`src/rtl/hash_map_key_value_store_top_defines.svh`:
```
// Assertion macros for the key-value map.
// Included by the top level; no other dependencies.
`ifndef HASH_MAP_KEY_VALUE_STORE_TOP_DEFINES_SVH
`define HASH_MAP_KEY_VALUE_STORE_TOP_DEFINES_SVH

// same-cycle implication
`define HMKV_ASSERT_NOW(label, clk, rst_n, ante, cons, msg) \
    label: assert property (@(posedge clk) disable iff (!rst_n) (ante) |-> (cons)) \
        else $error(msg);

// next-cycle implication
`define HMKV_ASSERT_NEXT(label, clk, rst_n, ante, cons, msg) \
    label: assert property (@(posedge clk) disable iff (!rst_n) (ante) |=> (cons)) \
        else $error(msg);

`endif

```
`src/rtl/hmkv_ram.sv`:
```
// Generic single-port RAM, read-before-write, registered read data.
// No dependencies.
module hmkv_ram #(
    parameter int WIDTH = 8,
    parameter int DEPTH = 2
) (
    input  logic                     i_clk,
    input  logic                     i_we,
    input  logic [$clog2(DEPTH)-1:0] i_addr,
    input  logic [WIDTH-1:0]         i_wdata,
    output logic [WIDTH-1:0]         o_rdata
);

    logic [WIDTH-1:0] mem [DEPTH];
    logic [WIDTH-1:0] r_rdata;

    always_ff @(posedge i_clk) begin
        if (i_we) begin
            mem[i_addr] <= i_wdata;
        end
        r_rdata <= mem[i_addr];
    end

    assign o_rdata = r_rdata;

endmodule

```
`config.mk`:
```
export PLATFORM = sky130hd
export DESIGN_NAME = hmkv_ram
export DESIGN_NICKNAME = d
export VERILOG_FILES = /design/src/rtl/hash_map_key_value_store_top_defines.svh /design/src/rtl/hmkv_ram.sv
export SDC_FILE = /design/constraint.sdc
export NUM_CORES = 1
export LEC_CHECK = 0
export ABC_AREA = 0
export ABC_CLOCK_PERIOD_IN_PS = 1000
export BUFFER_PORTS_ARGS = -buffer_cell sky130_fd_sc_hd__clkbuf_2
export CAP_MARGIN = 40
export CORE_MARGIN = 5
export CORE_UTILIZATION = 30
export CTS_BUF_LIST = sky130_fd_sc_hd__clkbuf_2
export CTS_CLUSTER_DIAMETER = 150
export DETAILED_ROUTE_END_ITERATION = 10
export GPL_ROUTABILITY_DRIVEN = 0
export SYNTH_ARGS = -nofsm -noshare
export SYNTH_HDL_FRONTEND = slang
export SYNTH_SLANG_ARGS = --single-unit
```
`constraint.sdc`:
```
create_clock -name i_clk -period 1 [get_ports i_clk]
set_input_delay 0.2 -clock i_clk [delete_from_list [all_inputs] [get_ports i_clk]]
set_output_delay 0.2 -clock i_clk [all_outputs]
set_load 0.02 [all_outputs]
```
==> results of run 1 <==
-- through the flow --
step	cell area, sq um	setup TNS (ns)	setup slack, ns
6_report	1020	-0.000156	-0.000156
5_1_grt	1020	-0.393	-0.0591
4_1_cts	1010	-0.350	-0.0499
3_5_place_dp	920	0	0.0283
3_3_place_gp	920	0	0.0534
2_1_floorplan	788	0	0.0749
-- layout by cell type, fill, tap and decap left out, drive strengths merged --
| cell type | n |
|---|---|
| edfxtp | 16 |
| clkbuf | 13 |
| buf | 10 |
| and2 | 1 |
| dfxtp | 8 |
| mux2 | 8 |
| and2b | 1 |
-- synth_stat cells (all sizes together) --
master	n	area share [%]
edfxtp	16	61
and2	1	0.95
dfxtp	8	20
mux2	8	15
and2b	1	1.1
buf	1	1.4
-- registers in the layout (all words and copies together) (netlist names) --
register and cells:
o_rdata 8, mem 16
-- layout make-up --
class / count / area, sq um
multi-input cells: 10 / 136
well taps: 30 / 37.5
clock buffers: 3 / 15.0
flip-flops and latches: 24 / 651
repair buffers: 20 / 185
fillers: 233 / 1480
-- per-layer routing --
layer / GRT usage [%] / wire (microns) / share of wire [%] / up-vias
met5: 0 / 0 / 0 / -
met4: 4.64 / 0 / 0 / 0
met3: 2.94 / 110 / 11 / 0
met2: 11.6 / 583 / 56 / 12
met1: 5.55 / 351 / 34 / 167
li1: - / - / - / 174
-- worst max-delay path by stage --
stage / from / endpoint / slack [ns]
final: o_rdata[4] / o_rdata[4] / -0.0002
after global routing: o_rdata[7] / o_rdata[7] / -0.06
after CTS: o_rdata[5] / o_rdata[5] / -0.05
after detailed placement: i_addr / mem[0][4] / 0.03
after global placement: i_addr / mem[0][6] / 0.05
after floorplan: i_addr / mem[0][0] / 0.07
-- power breakdown --
group / internal [mW] / switching, mW / leakage, nW / total, mW
clock: 0.0818 / 0.253 / 0.0125 / 0.334
sequential: 1.14 / 0.0294 / 0.218 / 1.17
combinational: 0.139 / 0.0846 / 0.185 / 0.224
-- kinds of logic after synthesis --
logic type,count (synthesis)
buf+inv,1
flops,24
mux,8
simple gates,2
==> reports/metrics.cfg, run 1 <==
[critical_path]
end_kind = primary output
r2r_slack_ns = 0.22
crit_buf_inv = 1
r2r_cells = 1
worstPathRequired_ns = 0.80
crit_path_start_kind = flop
worstPathArrival_ns = 0.80
crit-reg2reg-launch = mem[0][4]
crit_type = flop to primary output
cp_max_fo = 1
critical-path-top-delay-family = flip-flops
cp.depth = 1
max_stage_delay_ns = 0.37
worstReg2RegEnd = o_rdata[4]
path_cells = buf_8
cpMaxStageDelayCell = dfxtp_2

[sta]
finClkSkew_ns = 0.000372
finalHoldViolCount = 0
fin_ws_ns = -0.000156
fmax_mhz = 1000
worst_pin_slew_ns = 0.200
hold_slack_ns = 0.0569
fin_crit_ns = 1.00
period_share_pct = 100
rsz0062_at_grt = true
maxSlewHeadroom_pct = 86.7
slew_violations = 0
setup_violations = 1

[hold_path]
holdPathEnd = mem[0][1]
holdCritStartpoint = i_wdata[1]
min_path_cells = 1
hold_path.class = input port to flop

[pwr]
p_total_mw = 1.73
ir_drop_uv = 1000
leakage_nw = 0.415
power.density_mw_per_mm2 = 1690

[detailed_routing]
vias = 353
wirelength_microns = 1050
firstDrtPassIters = 3
viasPerCell = 4.06
first_iter_violations = 1
drc = 0
wl_per_cell_microns = 12.0
ant_nets = 0

[synthesis]
synth_top_family_by_area = multiplexers
yosys.area_share.simple_pct = 2.06
synth_compound_area_share_pct = 0
synthXorXnorAreaFrac_pct = 0
yosysWarningCount = 0
synth.avg_cell_area_sq_um = 22.5
ys_seq_elements = 24
ys_seq_area_share_pct = 81.3
syn_area_sq_um = 788
synth_fa_ha_area_share_pct = 0
netlist_instances = 35
yosysUniqueCellTypes = 6
syn-num-nets = 46
synthMuxAreaShare_pct = 15.2

[grt]
grt_pass1_wl_microns = 1620
grt_use_total_pct = 6.47
grt-ovfl-total = 0
grt_pass1_vias = 406
antenna_found_initial = 0
grt_max_degree = 13

[status]
violations = negative setup slack
outcome = complete, but fails checks

[place]
dp_cells = 84
portBuffers = 18
hpwl_microns = 798

[floorplan]
die-width_microns = 61.3
num_io_pins = 19
die_area_sq_mm = 0.00375
core_area_sq_mm = 0.00250
std_cell_rows = 18
die_h_microns = 61.3
start_util_pct = 31.5

[clock_tree]
cts_hold_buf = 0
clock-sinks = 24
insertion_delay_ns = 0.31
clockRootBuffer = clkbuf_2
cts.path.max_buffers = 2
cts_setup_buffers = 0
cts.reportedPaths.clkPinSlew_ns = 0.19
cts_tree = yes
h-tree-depth = 1
cts_resized = 24
cts_made_buffers = 3

[final_layout]
final_util_pct = 41.0
drive_gt1_share_pct = 71.9
fin_cells = 87
antenna_cells = 0
fin_nets = 70
syn2layout_area_growth_pct = 30.0

[job]
maxCapViolations = 0

(Power assumes the default switching activity.)
==> inputs of run 2 (changes only) <==
- CORE_MARGIN: 5 -> not set
==> reports/metrics.cfg, run 2 (synthesis results as in run 1) <==
[status]
outcome = complete, but fails checks
violations = negative setup slack

[clock_tree]
clockRootBuffer = clkbuf_2
cts_setup_buffers = 0
cts_made_buffers = 3
h-tree-depth = 1
cts_tree = yes
cts.reportedPaths.clkPinSlew_ns = 0.20
clock-sinks = 24
insertion_delay_ns = 0.32
cts.path.max_buffers = 2

[sta]
fin_crit_ns = 1.01
finalHoldViolCount = 0
finClkSkew_ns = 0.00539
period_share_pct = 101
setup_violations = 6
maxSlewHeadroom_pct = 85.4
fin_ws_ns = -0.00744
worst_pin_slew_ns = 0.219
rsz0062_at_grt = true
slew_violations = 0
hold_slack_ns = 0.0494
fmax_mhz = 993

[floorplan]
num_io_pins = 19
core_area_sq_mm = 0.00248
die_h_microns = 53.3
die-width_microns = 53.3
std_cell_rows = 18
die_area_sq_mm = 0.00284
start_util_pct = 31.8

[final_layout]
antenna_cells = 0
final_common_cell = edfxtp_1
syn2layout_area_growth_pct = 30.5
fin_cells = 88
final_util_pct = 41.5
final_cell_mix = edfxtp_1 (16), clkbuf_2 (13), mux2_4 (8), dfxtp_2 (8), buf_8 (8)
regMostFlops = mem
largest_reg_flops = 16
drive_gt1_share_pct = 70.7
fin_nets = 70

[detailed_routing]
drc = 0
vias = 375
wl_per_cell_microns = 11.8
firstDrtPassIters = 2
ant_nets = 0
first_iter_violations = 1
viasPerCell = 4.26
wirelength_microns = 1040

[grt]
grt_use_total_pct = 8.84
grt-ovfl-total = 0
grt_pass1_vias = 347
antenna_found_initial = 0
grt_pass1_wl_microns = 1590
grt_max_degree = 14

[pwr]
switching_share_pct = 21.5
power.density_mw_per_mm2 = 1690
pwr-share-comb_pct = 13.0
switchingPower_mw = 0.375
ir_drop_uv = 1030
power.share.clock_pct = 19.8
p_seq_share_pct = 67.2
internal-power_mw = 1.37
leakage_nw = 0.416
p_total_mw = 1.74

[hold_path]
hold_path.class = input port to flop

[job]
maxCapViolations = 0

[critical_path]
r2r_slack_ns = 0.23
endpoint = o_rdata[7]
end_kind = primary output
worstReg2RegEnd = o_rdata[7]
crit_buf_inv = 1
critical-path-top-delay-family = flip-flops
path_cells = buf_8
crit_type = flop to primary output
worstPathArrival_ns = 0.81
cpMaxStageDelayCell = dfxtp_2
max_stage_delay_ns = 0.37
worstPathRequired_ns = 0.80
r2r_cells = 1
crit_path_start = o_rdata[7]
crit_path_start_kind = flop
cp_max_fo = 1
crit-reg2reg-launch = mem[0][7]
cp.depth = 1

[place]
portBuffers = 18
dp_cells = 84

## run 2: changes by cell type in the layout (fill, tap and decap cells not counted)
cell	previous run	this run
clkinv_1	0	1
## run 2: worst min path at each step
stage | depth (start not counted) | start | slack, ns | to
after floorplan | 0 | i_wdata[0] | 0.30 | mem[0][0]
after global placement | 1 | i_wdata[4] | 0.39 | mem[1][4]
after detailed placement | 1 | i_wdata[7] | 0.39 | mem[1][7]
after CTS | 1 | i_wdata[7] | 0.03 | mem[0][7]
after global routing | 1 | i_wdata[4] | 0.02 | mem[1][4]
final | 1 | i_wdata[7] | 0.05 | mem[0][7]
## run 2: metal layers
metal / global-route usage (%) / up-vias / wire (microns)
li1: - / 174 / -
met4: 3.95 / 0 / 12
met3: 5.17 / 2 / 57
met5: 0 / - / 0
met1: 9.40 / 183 / 404
met2: 14.0 / 16 / 562
## run 2: stage by stage
step                      worst slack (ns)  cell area [sq um]  TNS (ns)
after floorplan                     0.0749                788         0
after global placement              0.0523                920         0
after detailed placement            0.0235                920         0
after CTS                          -0.0397               1020    -0.287
after global routing               -0.0705               1030    -0.490
final                             -0.00744               1030   -0.0281
## run 2: power by group through the flow
stage	sequential, mW	combinational (mW)	clock [mW]
after floorplan	1.21	0.0702	0
after global placement	1.17	0.168	0
after detailed placement	1.18	0.173	0
after CTS	1.16	0.216	0.365
after global routing	1.18	0.240	0.402
final	1.17	0.226	0.345
## run 2: area by class of cell
| class | count | area [sq um] |
|---|---|---|
| fill | 242 | 1450 |
| timing repair buffer | 20 | 185 |
| multi-input combinational | 10 | 136 |
| tap | 30 | 37.5 |
| clock buffer | 3 | 15.0 |
| sequential | 24 | 651 |
| clock inverter | 1 | 3.75 |
## run 2: repair_timing
action | CTS | global route
gates resized for setup | 21 | 10
pin swaps | 0 | 0
setup endpoints to repair | 8 | 8
cloned | 0 | 0
hold buffers | 0 | 0
==> inputs of run 3 (changes only) <==
- RECOVER_POWER: not set -> 100
==> reports/metrics.cfg, run 3 (synthesis results as in run 1) <==
[floorplan]
std_cell_rows = 18
num_io_pins = 19
die_h_microns = 53.3
die-width_microns = 53.3
start_util_pct = 31.8
die_area_sq_mm = 0.00284
core_area_sq_mm = 0.00248

[final_layout]
antenna_cells = 0
final_util_pct = 39.8
final_cell_mix = edfxtp_1 (16), mux2_1 (8), clkbuf_1 (8), dfxtp_2 (8), buf_8 (8)
syn2layout_area_growth_pct = 25.1
regArea_sq_um = 651
multi_input_area_sq_um = 104
largest_reg_flops = 16
final_common_cell = edfxtp_1
fin_nets = 70
fillers = 249
regMostFlops = mem
drive_gt1_share_pct = 39.7

[sta]
maxSlewHeadroom_pct = 61.2
slew_violations = 0
fmax_mhz = 992
setup_violations = 6
rsz0062_at_grt = true
fin_crit_ns = 1.01
fin_ws_ns = -0.00789
finalHoldViolCount = 0
finClkSkew_ns = 0.00469
worst_pin_slew_ns = 0.582
period_share_pct = 101

[detailed_routing]
vias = 374
drc = 0
viasPerCell = 4.25
ant_nets = 0
wirelength_microns = 1070
first_iter_violations = 2
firstDrtPassIters = 2
wl_per_cell_microns = 12.1

[critical_path]
crit_type = flop to primary output
cp.depth = 1
cp_max_fo = 1
cpMaxStageDelayCell = dfxtp_2
r2r_cells = 1
crit_path_start_kind = flop
path_cells = buf_8
worstPathArrival_ns = 0.81
crit_buf_inv = 1
max_stage_delay_ns = 0.37
r2r_slack_ns = 0.20
critical-path-top-delay-family = flip-flops
end_kind = primary output
worstPathRequired_ns = 0.80

[pwr]
leakage_nw = 0.358
power.density_mw_per_mm2 = 1740
ir_drop_uv = 1020

[clock_tree]
cts_tree = yes
clockRootBuffer = clkbuf_2
cts_made_buffers = 3
cts_hold_buf = 0
insertion_delay_ns = 0.32
h-tree-depth = 1
cts.reportedPaths.clkPinSlew_ns = 0.20
cts.path.max_buffers = 2
clock-sinks = 24

[status]
violations = negative setup slack
outcome = complete, but fails checks

[hold_path]
hold_path.class = input port to flop
min_path_cells = 1

[job]
maxCapViolations = 0

[grt]
grt_pass1_vias = 347
grt_max_degree = 14
grt-ovfl-total = 0
grt_pass1_wl_microns = 1590
grt_use_total_pct = 8.84
antenna_found_initial = 0

[place]
portBuffers = 18
dp_worst_setup_slack_ns = 0.0235

==> run 3: timing repair <==
action | in CTS | in global routing
buffers inserted | 0 | 0
endpoints found under the setup margin | 8 | 8
gates resized for setup | 21 | 10
==> run 3: through the flow <==
step	power (mW)	TNS (ns)	instances	cell area [sq um]	hold slack, ns
global route	1.79	-0.490	88	986	0.0195
global placement	1.34	0	84	920	0.393
finish	1.71	-0.0312	88	986	0.0524
detailed placement	1.35	0	84	920	0.394
floorplan	1.28	0	35	788	0.299
CTS	1.74	-0.287	88	1020	0.0309
==> run 3: report_power, final <==
part / switching, mW / internal, mW
sequential: 0.0276 / 1.14
clock: 0.259 / 0.0870
combinational: 0.0858 / 0.109
==> run 3: routing by layer <==
| metal | up-vias | global-route usage (%) | part of all wire (%) |
|---|---|---|---|
| li1 | 174 | - | - |
| met1 | 182 | 9.40 | 40 |
| met2 | 16 | 14.0 | 52 |
| met3 | 2 | 5.17 | 6.3 |
| met4 | 0 | 3.95 | 1.1 |
| met5 | - | 0 | 0 |
==> run 3: path summary, 6_finish.rpt <==
path	from	endpoint
worst max-delay path	o_rdata[7]	o_rdata[7]
worst min-delay path	i_wdata[7]	mem[0][7]
worst max register to register	mem[0][7]	o_rdata[7]
worst min register to register	mem[0][0]	o_rdata[0]
==> run 3: cell type report <==
| type | instances | share of cell area (%) |
|---|---|---|
| repair buffers | 20 | 17.8 |
| clock buffers | 3 | 1.52 |
| well taps | 30 | 3.81 |
| clock inverters | 1 | 0.381 |
| multi-input cells | 10 | 10.5 |
| flip-flops and latches | 24 | 66.0 |
